File: src/sv/lqrsf_pkg.sv
// shared types, constants and helpers of the lqr state feedback step unit
// no dependencies; the front, queue, back and top level import this package
`timescale 1ns / 1ps

package lqrsf_pkg;

	// defaults of the top level parameters
	localparam int NumJointsDef    = 4;
	localparam int NumActuatorsDef = 4;
	localparam int FracBitsDef     = 16;

	// depth of the queue between front and back
	localparam int QDepth = 2;
	localparam int QPtrW  = $clog2(QDepth);

	// saturation bounds for 32-bit results
	localparam logic signed [63:0] Max32 = 64'sd2147483647;
	localparam logic signed [63:0] Min32 = -64'sd2147483648;

	// input opcodes
	typedef enum logic [2:0] {
		OP_MEAS      = 3'd0,
		OP_GAIN      = 3'd1,
		OP_WEIGHT    = 3'd2,
		OP_EQ_TORQUE = 3'd3,
		OP_EQ_POS    = 3'd4
	} opcode_t;

	// item classes as decided by the front
	typedef enum logic [2:0] {
		K_GAIN,
		K_WEIGHT,
		K_EQ_TORQUE,
		K_EQ_POS,
		K_MEAS
	} kind_t;

	// one classified item in the queue
	typedef struct packed {
		kind_t              kind;
		logic [4:0]         row;
		logic [4:0]         col;
		logic signed [31:0] coef;
		logic signed [31:0] pos;
		logic signed [31:0] vel;
		logic signed [31:0] ref_pos;
		logic signed [31:0] ref_vel;
		logic               last;
		logic               store;
	} entry_t;

	// queue fill status
	typedef struct packed {
		logic full;
		logic empty;
	} q_status_t;

	// back end sequencer states
	typedef enum logic [4:0] {
		B_IDLE,
		B_M_POS,
		B_M_VEL,
		B_Q_RD,
		B_Q_MUL,
		B_Q_ACC,
		B_QR_RD,
		B_QR_MUL,
		B_QR_ACC,
		B_DIV_INIT,
		B_DIV,
		B_SQRT_INIT,
		B_SQRT,
		B_MARGIN,
		B_T_RD,
		B_T_MUL,
		B_T_ACC,
		B_T_EMIT
	} bstate_t;

	// saturate a wide signed value to 32 bits
	function automatic logic signed [31:0] sat32(input logic signed [63:0] x);
		logic signed [31:0] r;
		if (x > Max32)
			r = Max32[31:0];
		else if (x < Min32)
			r = Min32[31:0];
		else
			r = x[31:0];
		return r;
	endfunction

endpackage

File: src/sv/lqrsf_ifs.sv
// channel interfaces: input items, result items and the configuration write
// no dependencies
`timescale 1ns / 1ps

interface lqrsf_item_if;
	logic               valid;
	logic               ready;
	logic [2:0]         opcode;
	logic [4:0]         row_index;
	logic [4:0]         col_index;
	logic signed [31:0] coef_value;
	logic signed [31:0] joint_position;
	logic signed [31:0] joint_velocity;
	logic signed [31:0] ref_position;
	logic signed [31:0] ref_velocity;
	logic               last_joint;

	modport source (output valid, opcode, row_index, col_index, coef_value, joint_position,
		joint_velocity, ref_position, ref_velocity, last_joint, input ready);
	modport sink (input valid, opcode, row_index, col_index, coef_value, joint_position,
		joint_velocity, ref_position, ref_velocity, last_joint, output ready);
endinterface


File: src/sv/lqrsf_front.sv
// front end: accepts input items, drops meaningless ones, classifies the rest
// depends on lqrsf_pkg and lqrsf_item_if
`timescale 1ns / 1ps

module lqrsf_front import lqrsf_pkg::*; #(
	parameter int NUM_JOINTS    = NumJointsDef,
	parameter int NUM_ACTUATORS = NumActuatorsDef
) (
	lqrsf_item_if.sink item,
	input  q_status_t  qs,
	output logic       push,
	output entry_t     push_entry
);

	localparam int NS = 2 * NUM_JOINTS;

	logic keep;

	// take a transfer whenever the queue has room
	assign item.ready = !qs.full;

	// range checks and classification
	always_comb begin
		keep            = 1'b0;
		push_entry.kind = K_MEAS;
		unique case (item.opcode)
			OP_MEAS: begin
				push_entry.kind = K_MEAS;
				keep = ({1'b0, item.row_index} < 6'(NUM_JOINTS)) || item.last_joint;
			end
			OP_GAIN: begin
				push_entry.kind = K_GAIN;
				keep = ({1'b0, item.row_index} < 6'(NUM_ACTUATORS))
					&& ({1'b0, item.col_index} < 6'(NS));
			end
			OP_WEIGHT: begin
				push_entry.kind = K_WEIGHT;
				keep = ({1'b0, item.row_index} < 6'(NS)) && ({1'b0, item.col_index} < 6'(NS));
			end
			OP_EQ_TORQUE: begin
				push_entry.kind = K_EQ_TORQUE;
				keep = {1'b0, item.row_index} < 6'(NUM_ACTUATORS);
			end
			OP_EQ_POS: begin
				push_entry.kind = K_EQ_POS;
				keep = {1'b0, item.row_index} < 6'(NUM_JOINTS);
			end
			default: keep = 1'b0;
		endcase
	end

	// payload into the queue
	assign push_entry.row     = item.row_index;
	assign push_entry.col     = item.col_index;
	assign push_entry.coef    = item.coef_value;
	assign push_entry.pos     = item.joint_position;
	assign push_entry.vel     = item.joint_velocity;
	assign push_entry.ref_pos = item.ref_position;
	assign push_entry.ref_vel = item.ref_velocity;
	assign push_entry.last    = item.last_joint;
	assign push_entry.store   = {1'b0, item.row_index} < 6'(NUM_JOINTS);

	assign push = item.valid && item.ready && keep;

endmodule

File: src/flat_wrapper.sv
// flat-port wrapper written by rule: the top's interface ports become plain ports
module lqrsf_front_flat import lqrsf_pkg::*;
#(
	parameter int NUM_JOINTS    = NumJointsDef,
	parameter int NUM_ACTUATORS = NumActuatorsDef
)
  (qs, push, push_entry, item_valid, item_opcode, item_row_index, item_col_index, item_coef_value, item_joint_position, item_joint_velocity, item_ref_position, item_ref_velocity, item_last_joint, item_ready);
  lqrsf_item_if item_i ();
  input  q_status_t qs;
  output logic push;
  output entry_t push_entry;
  input wire logic [$bits(item_i.valid)-1:0] item_valid;
  input wire logic [$bits(item_i.opcode)-1:0] item_opcode;
  input wire logic [$bits(item_i.row_index)-1:0] item_row_index;
  input wire logic [$bits(item_i.col_index)-1:0] item_col_index;
  input wire logic [$bits(item_i.coef_value)-1:0] item_coef_value;
  input wire logic [$bits(item_i.joint_position)-1:0] item_joint_position;
  input wire logic [$bits(item_i.joint_velocity)-1:0] item_joint_velocity;
  input wire logic [$bits(item_i.ref_position)-1:0] item_ref_position;
  input wire logic [$bits(item_i.ref_velocity)-1:0] item_ref_velocity;
  input wire logic [$bits(item_i.last_joint)-1:0] item_last_joint;
  output wire logic [$bits(item_i.ready)-1:0] item_ready;
  assign item_i.valid = item_valid;
  assign item_i.opcode = item_opcode;
  assign item_i.row_index = item_row_index;
  assign item_i.col_index = item_col_index;
  assign item_i.coef_value = item_coef_value;
  assign item_i.joint_position = item_joint_position;
  assign item_i.joint_velocity = item_joint_velocity;
  assign item_i.ref_position = item_ref_position;
  assign item_i.ref_velocity = item_ref_velocity;
  assign item_i.last_joint = item_last_joint;
  assign item_ready = item_i.ready;
  lqrsf_front #(.NUM_JOINTS(NUM_JOINTS), .NUM_ACTUATORS(NUM_ACTUATORS)) u_core (.item(item_i), .qs(qs), .push(push), .push_entry(push_entry));
endmodule
File: config.mk
export PLATFORM = sky130hd
export DESIGN_NAME = lqrsf_front_flat
export DESIGN_NICKNAME = d
export VERILOG_FILES = /design/src/sv/lqrsf_pkg.sv /design/src/sv/lqrsf_ifs.sv /design/src/sv/lqrsf_front.sv /design/src/flat_wrapper.sv
export SDC_FILE = /design/constraint.sdc
export NUM_CORES = 1
export LEC_CHECK = 0
export BUFFER_PORTS_ARGS = -buffer_cell sky130_fd_sc_hd__buf_2
export CAP_MARGIN = 20
export CORE_AREA = 2 2 137 139
export DETAILED_ROUTE_END_ITERATION = 16
export DIE_AREA = 0 0 139 141
export GPL_ROUTABILITY_DRIVEN = 0
export GPL_TIMING_DRIVEN = 0
export PLACE_DENSITY = 0.41
export SLEW_MARGIN = 20
export SYNTH_ARGS = -nofsm -noshare
export SYNTH_HDL_FRONTEND = slang
export SYNTH_SLANG_ARGS = --single-unit
File: constraint.sdc
create_clock -name vclk -period 1.15
set_input_delay 0.23 -clock vclk [all_inputs]
set_output_delay 0.23 -clock vclk [all_outputs]
set_load 0.01 [all_outputs]
Word-level counts from Yosys, hierarchy flattened
Index checks and enable logic that the tools add are counted.
{"block": "totals", "reg_bits": 0, "word_cells": 17, "inputBits": 177}
{"block": "classes", "order_cmp": 3, "n_eq_ne": 4, "reduce_logical": 8, "mux": 2}
{"operator": "3-bit case mux with 4 select lines", "n": 1}
{"operator": "5-bit by 4-bit < comparator with 1-bit output, second input constant", "n": 2}
{"operator": "3-bit by 2-bit equality test with 1-bit output, second input constant", "n": 2}
{"operator": "5-bit by 3-bit < comparator with 1-bit output, second input constant", "n": 1}
{"operator": "1-bit logical AND", "n": 4}
{"operator": "1-bit case mux with 4 select lines", "n": 1}
{"operator": "3-bit by 1-bit equality test with 1-bit output, second input constant", "n": 1}
{"operator": "3-bit equality test, second input constant", "n": 1}
{"operator": "3-bit zero test", "n": 1}
{"operator": "2-bit OR reduction", "n": 1}
{"operator": "1-bit zero test", "n": 1}
{"operator": "1-bit logical OR", "n": 1}

Depth between registers and ports, before layout
Gate-level depths: netlist of the first run.
{"block": "logic_depth", "depth_word": 4, "ltp_mapped": 4, "depth_no_buf": 3}

Least setup slack after synthesis of the first run
Ideal clock, no wire load.
{"block": "synth_path", "path_type": "input to output", "from": "input port item_row_index[3]", "to": "output port push", "path_stages": 3, "n_path_buf": 0, "path_slack_ps": -26, "arrival_time_ps": 946, "t_required_ps": 920, "path_cell_list": "nor3_1 > o22ai_1 > a21oi_1"}
{"block": "synth_via", "elab_chain_cells": 4, "elab_cells_between_ends": 7}
{"item": "start, declared", "line": "flat_wrapper.sv:14", "source": "input wire logic [$bits(item_i.row_index)-1:0] item_row_index;"}
{"item": "5-bit by 4-bit < comparator with 1-bit output / 5-bit by 3-bit < comparator with 1-bit output (equally long branches)"}
{"item": "1-bit logical AND (tied with other cells)", "line": "lqrsf_front.sv:38", "source": "keep = ({1'b0, item.row_index} < 6'(NS)) && ({1'b0, item.col_index} < 6'(NS));"}
{"item": "1-bit case mux with 4 select lines *", "line": "lqrsf_front.sv:26", "source": "unique case (item.opcode)"}
{"item": "1-bit logical AND *", "line": "lqrsf_front.sv:63", "source": "assign push = item.valid && item.ready && keep;"}
{"item": "end, declared", "line": "flat_wrapper.sv:10", "source": "output logic push;"}
Every way passes the cells marked *; elsewhere a longest branch is shown, timed or not.

Final worst setup path of the first run
{"block": "layout_path", "from": "input port item_opcode[0]", "to": "output port push"}
{"block": "layout_via", "elab_chain_cells": 4, "elab_cells_between_ends": 8}
{"item": "start, declared", "line": "flat_wrapper.sv:13", "source": "input wire logic [$bits(item_i.opcode)-1:0] item_opcode;"}
{"item": "3-bit by 2-bit equality test with 1-bit output / 3-bit equality test (equally long branches)", "line": "lqrsf_front.sv:26"}
{"item": "2-bit OR reduction (no source line)"}
{"item": "1-bit case mux with 4 select lines *", "line": "lqrsf_front.sv:26"}
{"item": "1-bit logical AND *", "line": "lqrsf_front.sv:63"}
Marked as above.

==> results of run 1 <==
[cells by family (layout without fill, tap and decap cells)]
group | count (synthesis) | count (layout) | share of synthesized area [%]
AOI/OAI and AO/OA | 5 | 5 | 2.29
and+or+nand+nor | 10 | 10 | 5.11
buffers and inverters | 173 | 360 | 91.4
xor gates and xnor gates | 2 | 2 | 1.23
[report_power, final]
part | internal [uW] | switching, uW
Combinational | 621 | 407
Sequential | 0 | 0
Clock | 0 | 0
[stage by stage]
stage / TNS, ps / std cells / area, um2 / worst slack [ps]
after floorplan: 0 / 190 / 1430 / 22.3
final: -31.0 / 611 / 2720 / -31.0
after detailed placement: -114 / 611 / 2660 / -109
after CTS: -44.4 / 611 / 2700 / -44.4
after global placement: -104 / 611 / 2660 / -104
after global routing: -61.4 / 611 / 2720 / -61.4
[cells in the mapped netlist]
| cell type | count | share of area [%] |
|---|---|---|
| buf_4 | 171 | 90 |
| nor2_1 | 3 | 0.79 |
| nor3_1 | 2 | 0.70 |
| a21o_2 | 1 | 0.62 |
| a21oi_1 | 1 | 0.35 |
| and3b_1 | 1 | 0.62 |
| buf_6 | 1 | 0.79 |
| inv_1 | 1 | 0.26 |
| nand3_1 | 1 | 0.35 |
| nor2b_1 | 1 | 0.44 |
| nor3b_1 | 1 | 0.53 |
| nor4b_4 | 1 | 1.7 |
| o211ai_1 | 1 | 0.53 |
| o21ai_0 | 1 | 0.35 |
| o22ai_1 | 1 | 0.44 |
| xnor2_1 | 1 | 0.62 |
| xor2_1 | 1 | 0.62 |
[placed cells by master, fill, tap and decap left out, drive strengths merged]
master	synthesis	routed
nor4b	1	1
a21o	1	1
xnor2	1	1
and3b	1	1
xor2	1	1
nor3	2	2
o211ai	1	1
nor3b	1	1
nand3	1	1
nor2	3	3
inv	1	1
nor2b	1	1
o22ai	1	1
buf	172	359
o21ai	1	1
a21oi	1	1
[how the worst max path moves through the flow]
stage | depth (start not counted) | startpoint | slack [ps] | endpoint
finish | 5 | item_opcode[0] | -30 | push
global route | 5 | item_opcode[0] | -60 | push
CTS | 5 | item_opcode[0] | -40 | push
detailed placement | 5 | item_opcode[0] | -110 | push
global placement | 5 | item_opcode[0] | -100 | push
floorplan | 4 | item_opcode[2] | 20 | push
[layer usage]
metal  global-route usage [%]  routed length, um
met1                     4.36               1690
met2                     10.9               3400
met3                    0.747                780
met4                    0.372                 42
met5                        0                  0
[what timing repair did]
action | in CTS | in global routing
endpoints found under the setup margin | 2 | 2
endpoints found under the hold margin | 0 | 0
gates resized for setup | 10 | 5
pin swaps | 5 | 3
[layout make-up]
type                       instances  area, um2
timing repair buffer             187        963
inverter                           1       3.75
tap                              234        293
fill                            2110      15600
buffer                           172       1300
multi-input combinational         17        158
==> impl_metrics.csv, run 1 <==
group,metric,value,unit
status,outcome,"finished with violations",
status,violations,"setup timing",
critical_path,critPathLaunchType,"primary input",
route,drt_iter0_markers,19,
layout,final_util,14.9,%
hold_path,min_path_cells,2,
die,die-area,0.0196,mm2
timing,worst_pin_slew,201,ps
timing,min_period,1180,ps
timing,drv_slew,0,
route,detail_route.vias_per_cell,2.72,
hold_path,hold_start,"item_ref_velocity[16]",
layout,regArea,0,um2
placement,numPortBuffers,187,
route,first_pass_iters,4,
layout,syn2layout_area_growth,91.1,%
synth,syn_nets,367,
synth,synth_cell_types,17,
timing,finalHoldWorstSlack,643,ps
critical_path,crit_buf_inv,2,
layout,clock_buffers,0,
synth,synth_warnings,0,
route,vias,1661,
grt,grt_pass1_wl,7460,um
critical_path,crit_fanout,7,
power,p_leak,0.00164,uW
synth,synth_area,0.00142,mm2
grt,grt_max_degree,8,
grt,antenna_found_initial,0,
hold_path,hp-class,"in2out",
die,ios,354,
run,maxCapViolations,0,
layout,layout.nets,556,
timing,relSlewSlack,86.5,%
timing,setup_ws,-31.0,ps
route,ant_nets,0,
grt,gr-total-overflow,0,
die,std_cell_rows,50,
die,dieHeight,141,um
timing,hold_viol,0,
critical_path,cp.required,920,ps
critical_path,critical_path_class,"in2out",
route,wl_per_cell,9.68,um
critical_path,critPathArrivalTime,950,ps
critical_path,path_cells,"buf_12, nor4b_4, o22ai_2, a21oi_2, buf_2",
hold_path,holdPathEnd,"push_entry[18]",
die,initial_core_util,7.78,%
grt,track_usage,4.74,%
die,core,0.0183,mm2
power,power.density,378,mW/mm2
route,totalWireLength,5920,um
synth,synthCells,190,
timing,rsz0062_at_grt,"yes",
critical_path,slowest_delay,260,ps
die,dieWidth,139,um
power,total_power,1030,uW
layout,num_antenna_cells,0,
synth,yosysSeqAreaShare,0,%
layout,n_sequential_cell,0,
timing,fin_crit_sh,103,%
clock_network,postCtsHoldBufs,0,
route,drc,0,
critical_path,critPathTopFamily,"simple AND/OR/NAND/NOR gates",
clock_network,cts_setup_buffers,0,
grt,grt_pass1_vias,1423,
timing,setup_viol,1,
power,irDropWorstVdd,0.115,mV
layout,drive_gt1_share,97.6,%
timing,fmax,847,MHz
critical_path,cp_slowest_cell,"nor4b_4",
critical_path,end_kind,"output port",
synth,synth_area_per_cell,7.48,um2
No activity file was read; power rests on OpenSTA's default activity.
==> inputs of run 2 (changes only) <==
==> constraint.sdc (replaced) <==
create_clock -name vclk -period 1.15
set_input_delay 0.0575 -clock vclk [all_inputs]
set_output_delay 0.0575 -clock vclk [all_outputs]
set_load 0.01 [all_outputs]
==> run 2 against run 1 <==
Critical path type unchanged. Utilization fell by 0.36 points. Highest routed layer is now met3. The run now ends clean. Global-route usage increased by 0.50 points. Largest cell class unchanged. Die area is the same.
==> impl_metrics.csv, run 2 (synthesis results as in run 1) <==
group,metric,value,unit
placement,dp_slack,192,ps
timing,tns,0,ps
timing,relSlewSlack,81.5,%
die,initial_core_util,7.78,%
timing,setup_viol,0,
timing,hold_viol,0,
die,dieHeight,141,um
power,p_leak,0.00162,uW
critical_path,critPathLaunchType,"primary input",
timing,rsz0062_at_grt,"no",
grt,grt_pass1_vias,1465,
timing,fmax,1080,MHz
grt,grt_pass1_wl,8080,um
critical_path,critical_path_class,"in2out",
route,ant_nets,0,
timing,drv_slew,0,
die,core,0.0183,mm2
route,drc,0,
layout,n_sequential_cell,0,
layout,drive_gt1_share,95.8,%
timing,min_period,925,ps
critical_path,crit_buf_inv,2,
grt,grt_max_degree,8,
route,detail_route.vias_per_cell,2.69,
critical_path,critPathArrivalTime,870,ps
critical_path,cp.required,1090,ps
die,die-area,0.0196,mm2
clock_network,post_cts_resized,0,
route,vias,1645,
layout,layout.nets,556,
timing,worst_pin_slew,275,ps
grt,track_usage,5.24,%
status,outcome,"completed",
critical_path,critPathTopFamily,"simple AND/OR/NAND/NOR gates",
timing,setup_ws,225,ps
layout,regArea,0,um2
hold_path,hp-class,"in2out",
clock_network,cts_setup_buffers,0,
die,dieWidth,139,um
critical_path,end_kind,"output port",
grt,gr-total-overflow,0,
layout,clock_buffers,0,
layout,final_util,14.5,%
placement,numPortBuffers,187,
critical_path,cp_slowest_cell,"nor3_1",
layout,syn2layout_area_growth,86.4,%
critical_path,slowest_delay,280,ps
die,ios,354,
route,totalWireLength,6370,um
clock_network,postCtsHoldBufs,0,
grt,antenna_found_initial,0,
layout,layout_commonest_cell,"buf_2",
route,first_pass_iters,4,
critical_path,path_cells,"buf_2, nor3_1, o22ai_1, a21oi_1, buf_2",
route,wl_per_cell,10.4,um
power,irDropWorstVdd,0.124,mV
layout,nFillCells,2135,
critical_path,crit_fanout,3,
die,std_cell_rows,50,
layout,final_cell_mix,"buf_2, buf_4, nor2_1",
power,power.density,383,mW/mm2
layout,num_antenna_cells,0,
critical_path,cp_common_cell,"buf_2",
route,drt_iter0_markers,18,
timing,fin_crit_sh,80.4,%
run,maxCapViolations,0,
placement,dp_hpwl,6160,um
## run 2: per-layer routing
layer	vias up	GRT usage (%)	routed length, um
li1	786	-	-
met1	670	5.67	2080
met2	189	10.5	3390
met3	0	1.66	901
met4	0	0	0
met5	-	0	0
## run 2: layout make-up
cell class / instances / area, um2 / share of cell area [%]
plain buffers: 172 / 1290 / 48.9
inverters: 1 / 3.75 / 0.142
multi-input cells: 17 / 123 / 4.63
well taps: 234 / 293 / 11.0
repair buffers: 187 / 936 / 35.3
## run 2: stage by stage
stage,hold slack [ps],area (um2),power [uW],cells
floorplan,163,1420,651,190
global placement,299,2650,1030,611
detailed placement,299,2650,1030,611
CTS,299,2650,1030,611
global route,300,2650,1080,611
finish,298,2650,1010,611
## run 2: power by group
group          total, uW  internal, uW  switching (uW)
clock network          0             0               0
logic               1010           605             409
registers              0             0               0
## run 2: path summary, 6_finish.rpt
path | startpoint | to | slack (ps) | cells after the start
worst min-delay path | item_ref_velocity[5] | push_entry[7] | 300 | 2
worst max-delay path | item_row_index[3] | push | 220 | 5
