**src/sv/lqrsf_pkg.sv**
```systemverilog
// shared types, constants and helpers of the lqr state feedback step unit
// no dependencies; the front, queue, back and top level import this package
`timescale 1ns / 1ps

package lqrsf_pkg;

	// defaults of the top level parameters
	localparam int NumJointsDef    = 4;
	localparam int NumActuatorsDef = 4;
	localparam int FracBitsDef     = 16;

	// depth of the queue between front and back
	localparam int QDepth = 2;
	localparam int QPtrW  = $clog2(QDepth);

	// saturation bounds for 32-bit results
	localparam logic signed [63:0] Max32 = 64'sd2147483647;
	localparam logic signed [63:0] Min32 = -64'sd2147483648;

	// input opcodes
	typedef enum logic [2:0] {
		OP_MEAS      = 3'd0,
		OP_GAIN      = 3'd1,
		OP_WEIGHT    = 3'd2,
		OP_EQ_TORQUE = 3'd3,
		OP_EQ_POS    = 3'd4
	} opcode_t;

	// item classes as decided by the front
	typedef enum logic [2:0] {
		K_GAIN,
		K_WEIGHT,
		K_EQ_TORQUE,
		K_EQ_POS,
		K_MEAS
	} kind_t;

	// one classified item in the queue
	typedef struct packed {
		kind_t              kind;
		logic [4:0]         row;
		logic [4:0]         col;
		logic signed [31:0] coef;
		logic signed [31:0] pos;
		logic signed [31:0] vel;
		logic signed [31:0] ref_pos;
		logic signed [31:0] ref_vel;
		logic               last;
		logic               store;
	} entry_t;

	// queue fill status
	typedef struct packed {
		logic full;
		logic empty;
	} q_status_t;

	// back end sequencer states
	typedef enum logic [4:0] {
		B_IDLE,
		B_M_POS,
		B_M_VEL,
		B_Q_RD,
		B_Q_MUL,
		B_Q_ACC,
		B_QR_RD,
		B_QR_MUL,
		B_QR_ACC,
		B_DIV_INIT,
		B_DIV,
		B_SQRT_INIT,
		B_SQRT,
		B_MARGIN,
		B_T_RD,
		B_T_MUL,
		B_T_ACC,
		B_T_EMIT
	} bstate_t;

	// saturate a wide signed value to 32 bits
	function automatic logic signed [31:0] sat32(input logic signed [63:0] x);
		logic signed [31:0] r;
		if (x > Max32)
			r = Max32[31:0];
		else if (x < Min32)
			r = Min32[31:0];
		else
			r = x[31:0];
		return r;
	endfunction

endpackage

```
**src/sv/lqrsf_queue.sv**
```systemverilog
// short queue of classified items between front and back
// depends on lqrsf_pkg
`timescale 1ns / 1ps

module lqrsf_queue import lqrsf_pkg::*; (
	input  logic      clk,
	input  logic      arst_n,
	input  logic      push,
	input  entry_t    push_entry,
	input  logic      pop,
	output entry_t    head,
	output q_status_t status
);

	entry_t                 mem_q [QDepth];
	logic [QPtrW-1:0]       wr_ptr_q;
	logic [QPtrW-1:0]       rd_ptr_q;
	logic [$clog2(QDepth+1)-1:0] count_q;

	// pointers and fill count
	always_ff @(posedge clk or negedge arst_n) begin
		if (!arst_n) begin
			wr_ptr_q <= '0;
			rd_ptr_q <= '0;
			count_q  <= '0;
		end else begin
			if (push)
				wr_ptr_q <= (wr_ptr_q == QPtrW'(QDepth - 1)) ? '0 : wr_ptr_q + 1'b1;
			if (pop)
				rd_ptr_q <= (rd_ptr_q == QPtrW'(QDepth - 1)) ? '0 : rd_ptr_q + 1'b1;
			if (push && !pop)
				count_q <= count_q + 1'b1;
			else if (pop && !push)
				count_q <= count_q - 1'b1;
		end
	end

	// entry storage
	always_ff @(posedge clk) begin
		if (push)
			mem_q[wr_ptr_q] <= push_entry;
	end

	assign head         = mem_q[rd_ptr_q];
	assign status.full  = (count_q == ($clog2(QDepth+1))'(QDepth));
	assign status.empty = (count_q == '0);

endmodule

```
**config.mk**
```make
export PLATFORM = sky130hd
export DESIGN_NAME = lqrsf_queue
export DESIGN_NICKNAME = d
export VERILOG_FILES = /design/src/sv/lqrsf_pkg.sv /design/src/sv/lqrsf_queue.sv
export SDC_FILE = /design/constraint.sdc
export NUM_CORES = 1
export LEC_CHECK = 0
export ABC_AREA = 1
export ABC_CLOCK_PERIOD_IN_PS = 9700
export BUFFER_PORTS_ARGS = -buffer_cell sky130_fd_sc_hd__buf_2
export CORE_ASPECT_RATIO = 1.1
export CORE_UTILIZATION = 51
export CTS_BUF_LIST = sky130_fd_sc_hd__clkbuf_16
export DETAILED_ROUTE_END_ITERATION = 8
export GPL_TIMING_DRIVEN = 0
export PLACE_DENSITY = 0.81
export SETUP_SLACK_MARGIN = 0.1
export SYNTH_ARGS = -nofsm -noshare
export SYNTH_HDL_FRONTEND = slang
export SYNTH_SLANG_ARGS = --single-unit
```
**constraint.sdc**
```tcl
create_clock -name clk -period 9.7 [get_ports clk]
set_input_delay 0.485 -clock clk [delete_from_list [all_inputs] [get_ports clk]]
set_output_delay 0.485 -clock clk [all_outputs]
set_load 0.1 [all_outputs]
```
# After elaboration in Yosys (flattened, before gate mapping)
# Memory sizes are Yosys's and may differ from the RTL's.
# Cells that the tools add are included.
[totals]
regBits = 4
ram_bits = 350
inputBits = 179
word_cells = 21
n_memories = 1
[classes]
add_sub_neg = 4
n_eq_ne = 1
mux = 6
reduce_logical = 6
[memory_table]
columns = ["name", "depth", "word_bits", "read_ports", "rd_ports_with_merged_regs", "wr", "line_no", "rtl"]
rows = [
  ["mem_q", 2, 175, 1, 0, 1, "lqrsf_queue.sv:15", "entry_t mem_q [QDepth];"],
]
[ops]
columns = ["operator", "n"]
rows = [
  ["$mux W1", 4],
  ["$mux W2", 2],
  ["$add A1 B1 Y1 const B", 2],
  ["$add A2 B1 Y2 const B", 1],
  ["$eq A2 B2 Y1 const B", 1],
  ["$logic_and A1 B1 Y1", 2],
  ["$logic_not A1 Y1", 2],
  ["$logic_not A2 Y1", 1],
  ["$reduce_bool A2 Y1", 1],
  ["$sub A2 B1 Y2 const B", 1],
]

# Longest topological paths before layout
# Gate-level depths: netlist of the first run.
[logic_depth]
ltp_word = 4
depth_mapped = 7
mapped_depth_nobuf = 7

# Worst setup path before layout of the first run
# Ideal clock, no wire load.
[synth_path]
path_type = "input -> register"
start = "input port push"
end = "memory mem_q[0][0] (netlist name), enable pin"
setup_ns = 0.717
arrival_ns = 7.840
required_time_ns = 8.983
setup_slack_ns = 1.143
path_stages = 2
n_path_buf = 0
path_cell_list = "inv_1 > nor2_1"
[synth_between]
elab_chain_cells = 2
[synth_lines]
columns = ["element", "line_no", "rtl"]
rows = [
  ["start, declared", "lqrsf_queue.sv:8", "input logic push,"],
  ["$mux W1", "lqrsf_queue.sv:40", "if (push)"],
  ["$mux W1 (not written as such)", "lqrsf_queue.sv:41", "mem_q[wr_ptr_q] <= push_entry;"],
  ["end, declared", "lqrsf_queue.sv:15", ""],
]
# Every way passes these cells.

==> flow_summary.ini, run 1 <==
[outcome]
status = complete, no violations

[logic_synthesis]
synth_fp_nets = 750
ys.warnings.count = 0
ys_seq_area_share_pct = 79.1
synth_area_sq_um = 13400
synth_cells = 570
ys_seq_elements = 354
synth.distinct_cells = 14
avgSynthCellArea_sq_um = 23.5

[sta]
rsz0062_at_grt = false
holdWs_ns = 0.168
hold_violations = 0
final.setup_skew_ns = 0.0120
drv_slew = 0
period_needed_ns = 2.54
finalCritPeriodShare_pct = 26.2
fin_ws_ns = 7.16
slew_headroom_pct = 43.8
setup_viol = 0
worstMarginPinSlew_ns = 0.840
fmax_mhz = 393

[flow_run]
max_cap_viol_count = 0

[route]
dr.pass1.iters = 4
drt_iter0_drc = 329
route.detailed.drc = 0
wl_per_cell_um = 18.8
wl_um = 25300
detail-route-antenna-nets = 0
vias = 6640
via_per_inst = 4.95

[worst_setup_path]
worstPathRequired_ns = 9.22
path_max_fanout = 10
worstPathCellList = buf_6 > buf_6 > buf_6 > mux2_4 > buf_2
cp_num_buf_inv = 4
path_class = reg2out
worst_setup_path_end_kind = primary output
cp_slowest_cell = buf_2
slowest_delay_ns = 0.45
cp.arrival_ns = 2.06
critPathTopFamily = buffers and inverters
start_kind = flip-flop
crit_top_cell = buf_6

[cts]
cts_root_buf = clkbuf_16
clock-sinks = 354
cts_resized = 0
cts_max_level = 2
cts_tree = yes
cts_buffer_depth = 3
cts_setup_buffers = 0
clkLatencyLatePin_ns = 0.50
cts_buffers = 35
postCtsHoldBufs = 1
clk_pin_slew_ns = 0.06

[final_layout]
drive_above_1_share_pct = 60.6
final_cells = 1342
nets = 1150
area_growth_pct = 25.4
fill_cells = 1704

[global_routing]
antenna_found_initial = 6
grt_pass1_vias = 6722
grt_start_max_net_pins = 94
grt_usage_pct = 18.1
grt_pass1_wl_um = 36500
grt.overflow.total = 0

[die]
dieArea_sq_um = 27000
pin_count = 356
start_util_pct = 52.5
die_h_um = 172
die_w_um = 157
rows = 61
floorplan.core_area_sq_um = 25600

[placed_design]
gp_congestion = 0.729
port-buffer-count = 355
place_hpwl_um = 17500
dp.cells = 1278
place_ws_ns = 7.10

[min_path]
hold_class = in2reg
==> sequential cells by signal, summed over array words and instances, names as in the netlist <==
name and count:
count_q 2, rd_ptr_q 1, wr_ptr_q 1, mem_q 350
==> worst paths after layout <==
check | slack [ns] | end | start | depth (start not counted)
worst max-delay path | 7.16 | head[15] | rd_ptr_q$_DFFE_PN0P_ | 5
worst min-delay path | 0.17 | mem_q[0][10]$_DFFE_PP_ | push_entry[10] | 1
max in group asynchronous | 9.24 | wr_ptr_q$_DFFE_PN0P_ | arst_n | 2
worst max register to register | 7.39 | mem_q[0][72]$_DFFE_PP_ | wr_ptr_q$_DFFE_PN0P_ | 5
min in group asynchronous | 0.35 | rd_ptr_q$_DFFE_PN0P_ | arst_n | 2
worst min register to register | 0.52 | count_q[1]$_DFFE_PN0P_ | count_q[1]$_DFFE_PN0P_ | 2
==> logic make-up after synthesis <==
logic type	after synthesis	synth area share, %
flops	354	79.1
mux	175	18.6
buf+inv	27	1.73
simple gates	10	0.308
xor+xnor	3	0.196
fa+ha+maj	1	0.0932
==> worst register-to-register path, cell delays in order (launching register included) <==
cell and delay, ns:
dfrtp_1 0.42, nor2_4 0.68, buf_12 0.28, buf_12 0.21, buf_12 0.22, buf_16 0.19
==> placed cells by master (no fill, tap or decap), drive strengths merged <==
master,netlist,layout
nand2,5,5
mux2,175,175
ha,1,1
edfxtp,350,350
clkbuf,0,37
nand3,1,1
dfrtp,4,4
xnor2,1,1
diode,0,5
clkinv,0,17
nand4,1,1
nor2,3,3
inv,7,11
dlygate4sd3,0,1
buf,20,382
xor2,2,2
==> cell type report <==
| class | instances | area, sq um | area share, % |
|---|---|---|---|
| Sequential cell | 354 | 10600 | 63.0 |
| Clock inverter | 21 | 85.1 | 0.505 |
| Timing Repair Buffer | 363 | 1940 | 11.5 |
| Antenna cell | 5 | 12.5 | 0.0743 |
| Buffer | 20 | 206 | 1.23 |
| Inverter | 7 | 33.8 | 0.201 |
| Clock buffer | 37 | 926 | 5.50 |
| Tap cell | 346 | 433 | 2.57 |
| Multi-Input combinational cell | 189 | 2580 | 15.3 |
==> routing by layer <==
layer / vias up / share of wire, % / wire length (um) / global-route usage (%)
met3: 42 / 7.5 / 1890 / 5.06
met4: 2 / 2.3 / 588 / 7.42
li1: 3082 / - / - / -
met2: 252 / 54 / 13600 / 33.0
met1: 3262 / 36 / 9200 / 19.9
met5: - / 0.032 / 8 / 0
==> metrics by stage <==
| step | TNS, ns | util [%] | instance area, sq um |
|---|---|---|---|
| final | 0 | 65.8 | 16800 |
| after CTS | 0 | 65.8 | 16800 |
| after detailed placement | 0 | 61.8 | 15800 |
| after global routing | 0 | 65.8 | 16800 |
| after global placement | -536.06 | 61.1 | 15600 |
| after floorplan | 0 | - | 13400 |
==> synthesized netlist by cell type <==
cell type / instances / area [sq um]
buf_2: 3 / 15.0
inv_1: 7 / 26.3
xor2_1: 2 / 17.5
mux2_4: 140 / 2100
xnor2_1: 1 / 8.76
dfrtp_1: 4 / 100
edfxtp_1: 350 / 10500
buf_6: 17 / 191
ha_1: 1 / 12.5
nand4_1: 1 / 6.26
nand2_1: 5 / 18.8
nand3_1: 1 / 5.00
nor2_1: 3 / 11.3
mux2_2: 35 / 394
Power of run 1 is not shown: default switching activity piles up to over one toggle a cycle in this logic, so the estimate is an artifact.
==> inputs of run 2 (changes only) <==
- ABC_CLOCK_PERIOD_IN_PS: 9700 -> 2450
- clock period: 9.7 -> 2.45 ns (I/O delays scaled with it)
==> run 2 against run 1 <==
Critical path depth unchanged. Worst setup slack worse by 6.9 ns. Clock-buffer cell count did not move. Worst hold slack improved by 0.17 ns. Critical path type is now reg2reg. Global-route usage increased by 4.0 points. First-iteration DRC count is 22% higher. Die area did not move. Cell area rose by 11%. Flip-flop and latch count unchanged. Sequential share of layout area shrank 6.4 points. Cell count increased by 14%.
==> flow_summary.ini, run 2 (synthesis gave the netlist of run 1 again) <==
[global_routing]
antenna_found_initial = 4
grt.overflow.total = 0
grt_pass1_vias = 8248
grt_usage_pct = 22.1
grt_pass1_wl_um = 44100
grt_start_max_net_pins = 42

[cts]
cts_buffer_depth = 3
cts_tree = yes
clock-sinks = 354
cts_buffers = 36
cts_root_buf = clkbuf_16
clk_pin_slew_ns = 0.06
cts_resized = 0
cts_max_level = 2
clkLatencyLatePin_ns = 0.49

[sta]
hold_violations = 0
holdWs_ns = 0.342
worstMarginPinSlew_ns = 0.768
drv_slew = 0
tns_ns = 0
final.setup_skew_ns = 0.0125
period_needed_ns = 2.17
rsz0062_at_grt = false
finalCritPeriodShare_pct = 88.5
setup_viol = 0
fmax_mhz = 461
slew_headroom_pct = 48.7

[worst_setup_path]
path_class = reg2reg
path_max_fanout = 34
worst_setup_path_end_kind = flip-flop
worstPathRequired_ns = 2.68
cp.arrival_ns = 2.39
start_kind = flip-flop

[route]
dr.pass1.iters = 5
route.detailed.drc = 0
wl_per_cell_um = 19.9
via_per_inst = 4.94
drt_iter0_drc = 401
detail-route-antenna-nets = 0
wl_um = 30400
vias = 7540

[die]
rows = 61
dieArea_sq_um = 27000
die_w_um = 157
pin_count = 356
floorplan.core_area_sq_um = 25600
die_h_um = 172
start_util_pct = 52.5

[outcome]
status = complete, no violations

[placed_design]
gp_congestion = 0.751
place_hpwl_um = 18800
dp.cells = 1282
port-buffer-count = 355

[final_layout]
layout_common_cells = buf_2 (358), edfxtp_1 (350), dlygate4sd3_1 (179)
nets = 1333
largest_reg_flops = 350
largest_register = mem_q
final_common_cell = buf_2
largestRegisters = mem_q (350), count_q (2)
final_cells = 1527
drive_above_1_share_pct = 51.7
area_growth_pct = 39.7

[flow_run]
max_cap_viol_count = 0

[min_path]
hold_class = in2reg
==> run 2: cell count changes in the layout (fill, tap and decap cells not counted), sizes merged <==
cell and change:
bufinv +1, inv +1, dlygate4sd3 +178, buf +4, clkinvlp +1, diode -1
clkinv +1
==> run 2: metrics by stage <==
step           area [sq um]  util, %  setup slack, ns
6_report              18700     73.3            0.282
5_1_grt               18700     73.3            0.172
4_1_cts               18700     73.3            0.263
3_5_place_dp          15900     62.1            0.291
3_3_place_gp          15600     61.2            -2.57
2_1_floorplan         13400        -            -1.04
==> run 2: worst paths after layout <==
check                                       startpoint                endpoint  slack [ns]  cells past startpoint
worst max-delay path              wr_ptr_q$_DFFE_PN0P_  mem_q[1][68]$_DFFE_PP_        0.28                      5
worst min-delay path                     push_entry[9]   mem_q[1][9]$_DFFE_PP_        0.34                      2
worst max register to register    wr_ptr_q$_DFFE_PN0P_  mem_q[1][68]$_DFFE_PP_        0.28                      5
worst min register to register  count_q[1]$_DFFE_PN0P_  count_q[1]$_DFFE_PN0P_        0.55                      2
max in group asynchronous                       arst_n    wr_ptr_q$_DFFE_PN0P_        1.72                      3
min in group asynchronous                       arst_n  count_q[1]$_DFFE_PN0P_        0.55                      3
==> run 2: final cells by class <==
class | instances | area (sq um)
fill | 1436 | 6830
multi-input combinational | 189 | 2590
timing repair buffer | 545 | 3800
buffer | 20 | 206
antenna | 4 | 10.0
clock buffer | 37 | 926
sequential | 354 | 10600
inverter | 7 | 30.0
clock inverter | 25 | 135
tap | 346 | 433
==> run 2: timing repair <==
| item | 4_1_cts | 5_1_grt |
|---|---|---|
| hold endpoints to repair | 356 | 0 |
| hold buffers | 179 | 0 |
| setup buffers | 0 | 0 |
==> run 2: worst max-delay path, stage by stage (launching register included) <==
cell and delay, ns:
dfrtp_1 0.44, nand2_2 0.10, clkinvlp_4 0.54, buf_12 0.41
buf_12 0.18, buf_12 0.19
==> run 2: routing by layer <==
metal  up-vias  wire, um  global-route usage (%)
li1       3434         -                       -
met1      3694     10900                    24.2
met2       335     16400                    40.8
met3        77      1920                    4.91
met4         0      1200                    10.2
met5         -         0                       0
Power of run 2 is left out for the same reason.
==> inputs of run 3 (changes only) <==
- ABC_CLOCK_PERIOD_IN_PS: 2450 -> 2500
- CTS_BUF_LIST: sky130_fd_sc_hd__clkbuf_16 -> default
- clock period: 2.45 -> 2.5 ns (I/O delays scaled with it)
==> run 3 against run 2 <==
Flip-flop and latch count is the same. Critical path depth down 1. Register-to-register slack gained 0.03 ns. Critical path type unchanged. Highest routed layer unchanged.
==> flow_summary.ini, run 3 (synthesis gave the netlist of run 1 again) <==
[final_layout]
area_growth_pct = 39.7
drive_above_1_share_pct = 51.7
nets = 1333
final_cells = 1526
largestRegisters = mem_q (350), count_q (2)
final_common_cell = buf_2
largest_register = mem_q
largest_reg_flops = 350
layout_common_cells = buf_2 (358), edfxtp_1 (350), dlygate4sd3_1 (179)
utilization_pct = 73.3

[worst_setup_path]
worstPathCellList = nor2_4 > buf_12 > buf_12 > buf_12
ff2ff_setup_slack_ns = 0.31
cp_slowest_cell = nor2_4
rr_worst_depth = 4
critPathTopFamily = buffers and inverters
cp_num_buf_inv = 3
rr_startpoint = wr_ptr_q$_DFFE_PN0P_
r2r-end = mem_q[0][32]$_DFFE_PP_
start_kind = flip-flop
worstPathRequired_ns = 2.68
slowest_delay_ns = 0.63
crit_top_cell = buf_12
path_class = reg2reg
cp-startpoint = wr_ptr_q$_DFFE_PN0P_
cp.arrival_ns = 2.37
crit_end = mem_q[0][32]$_DFFE_PP_
worst_setup_path_end_kind = flip-flop
path_max_fanout = 32
cp_num_cells = 4

[min_path]
hold_class = in2reg

[sta]
setup_viol = 0
period_needed_ns = 2.19
slew_headroom_pct = 46.6
fmax_mhz = 458
finalCritPeriodShare_pct = 87.4
final.setup_skew_ns = 0.0132
tns_ns = 0
hold_violations = 0
drv_slew = 0
fin_ws_ns = 0.314
worstMarginPinSlew_ns = 0.799
rsz0062_at_grt = false

[route]
via_per_inst = 4.93
drt_iter0_drc = 363
vias = 7525
wl_per_cell_um = 19.9
route.detailed.drc = 0
wl_um = 30400
detail-route-antenna-nets = 0
dr.pass1.iters = 4

[cts]
cts_tree = yes
cts_max_level = 2
cts_buffer_depth = 3
clkLatencyLatePin_ns = 0.49
clock-sinks = 354
cts_root_buf = clkbuf_16
clk_pin_slew_ns = 0.07
cts_buffers = 36
cts_resized = 0

[die]
die_h_um = 172
rows = 61
floorplan.core_area_sq_um = 25600
die_w_um = 157
pin_count = 356
start_util_pct = 52.5
dieArea_sq_um = 27000

[global_routing]
grt_pass1_vias = 8249
antenna_found_initial = 3
grt_pass1_wl_um = 44000
grt_start_max_net_pins = 42
grt.overflow.total = 0
grt_usage_pct = 22.1

[placed_design]
gp_congestion = 0.751
dp.cells = 1282
port-buffer-count = 355
place_hpwl_um = 18800
place_ws_ns = 0.341

[flow_run]
max_cap_viol_count = 0

[outcome]
status = complete, no violations
## run 3: cell count changes in the layout (fill, tap and decap cells not counted), sizes merged
| cell | before | now |
|---|---|---|
| clkinv | 18 | 17 |
| inv | 12 | 6 |
| clkbuf | 37 | 44 |
| diode | 4 | 3 |
## run 3: how the worst min path moves through the flow
stage                    from                endpoint  cells after the start
2_1_floorplan          arst_n  count_q[0]$_DFFE_PN0P_                      0
3_3_place_gp           arst_n    wr_ptr_q$_DFFE_PN0P_                      1
3_5_place_dp           arst_n    wr_ptr_q$_DFFE_PN0P_                      1
4_1_cts        push_entry[15]  mem_q[1][15]$_DFFE_PP_                      2
5_1_grt         push_entry[4]   mem_q[1][4]$_DFFE_PP_                      2
6_report       push_entry[18]  mem_q[1][18]$_DFFE_PP_                      2
## run 3: repair_timing
action	CTS	global route
buffers inserted	0	0
hold buffers	179	0
endpoints found under the hold margin	356	0
setup endpoints to repair	0	0
## run 3: cell type report
class	instances	area (sq um)
buffer	20	206
antenna	3	7.51
fill	1440	6820
multi-input combinational	189	2590
tap	346	433
timing repair buffer	545	3800
clock inverter	18	109
sequential	354	10600
clock buffer	44	962
inverter	7	30.0
## run 3: stage by stage
| stage | cell area (sq um) | hold slack [ns] |
|---|---|---|
| floorplan | 13400 | -0.171 |
| global placement | 15600 | -0.0673 |
| detailed placement | 15900 | -0.0604 |
| CTS | 18700 | 0.325 |
| global route | 18700 | 0.323 |
| finish | 18700 | 0.344 |
## run 3: metal layers
layer	wire, um	GRT usage, %	share of wire, %	up-vias
met4	1190	10.2	3.9	0
li1	-	-	-	3437
met5	0	0	0	-
met3	1940	4.94	6.4	74
met1	10800	23.9	36	3699
met2	16400	41.0	54	315
Power of run 3 is left out for the same reason.
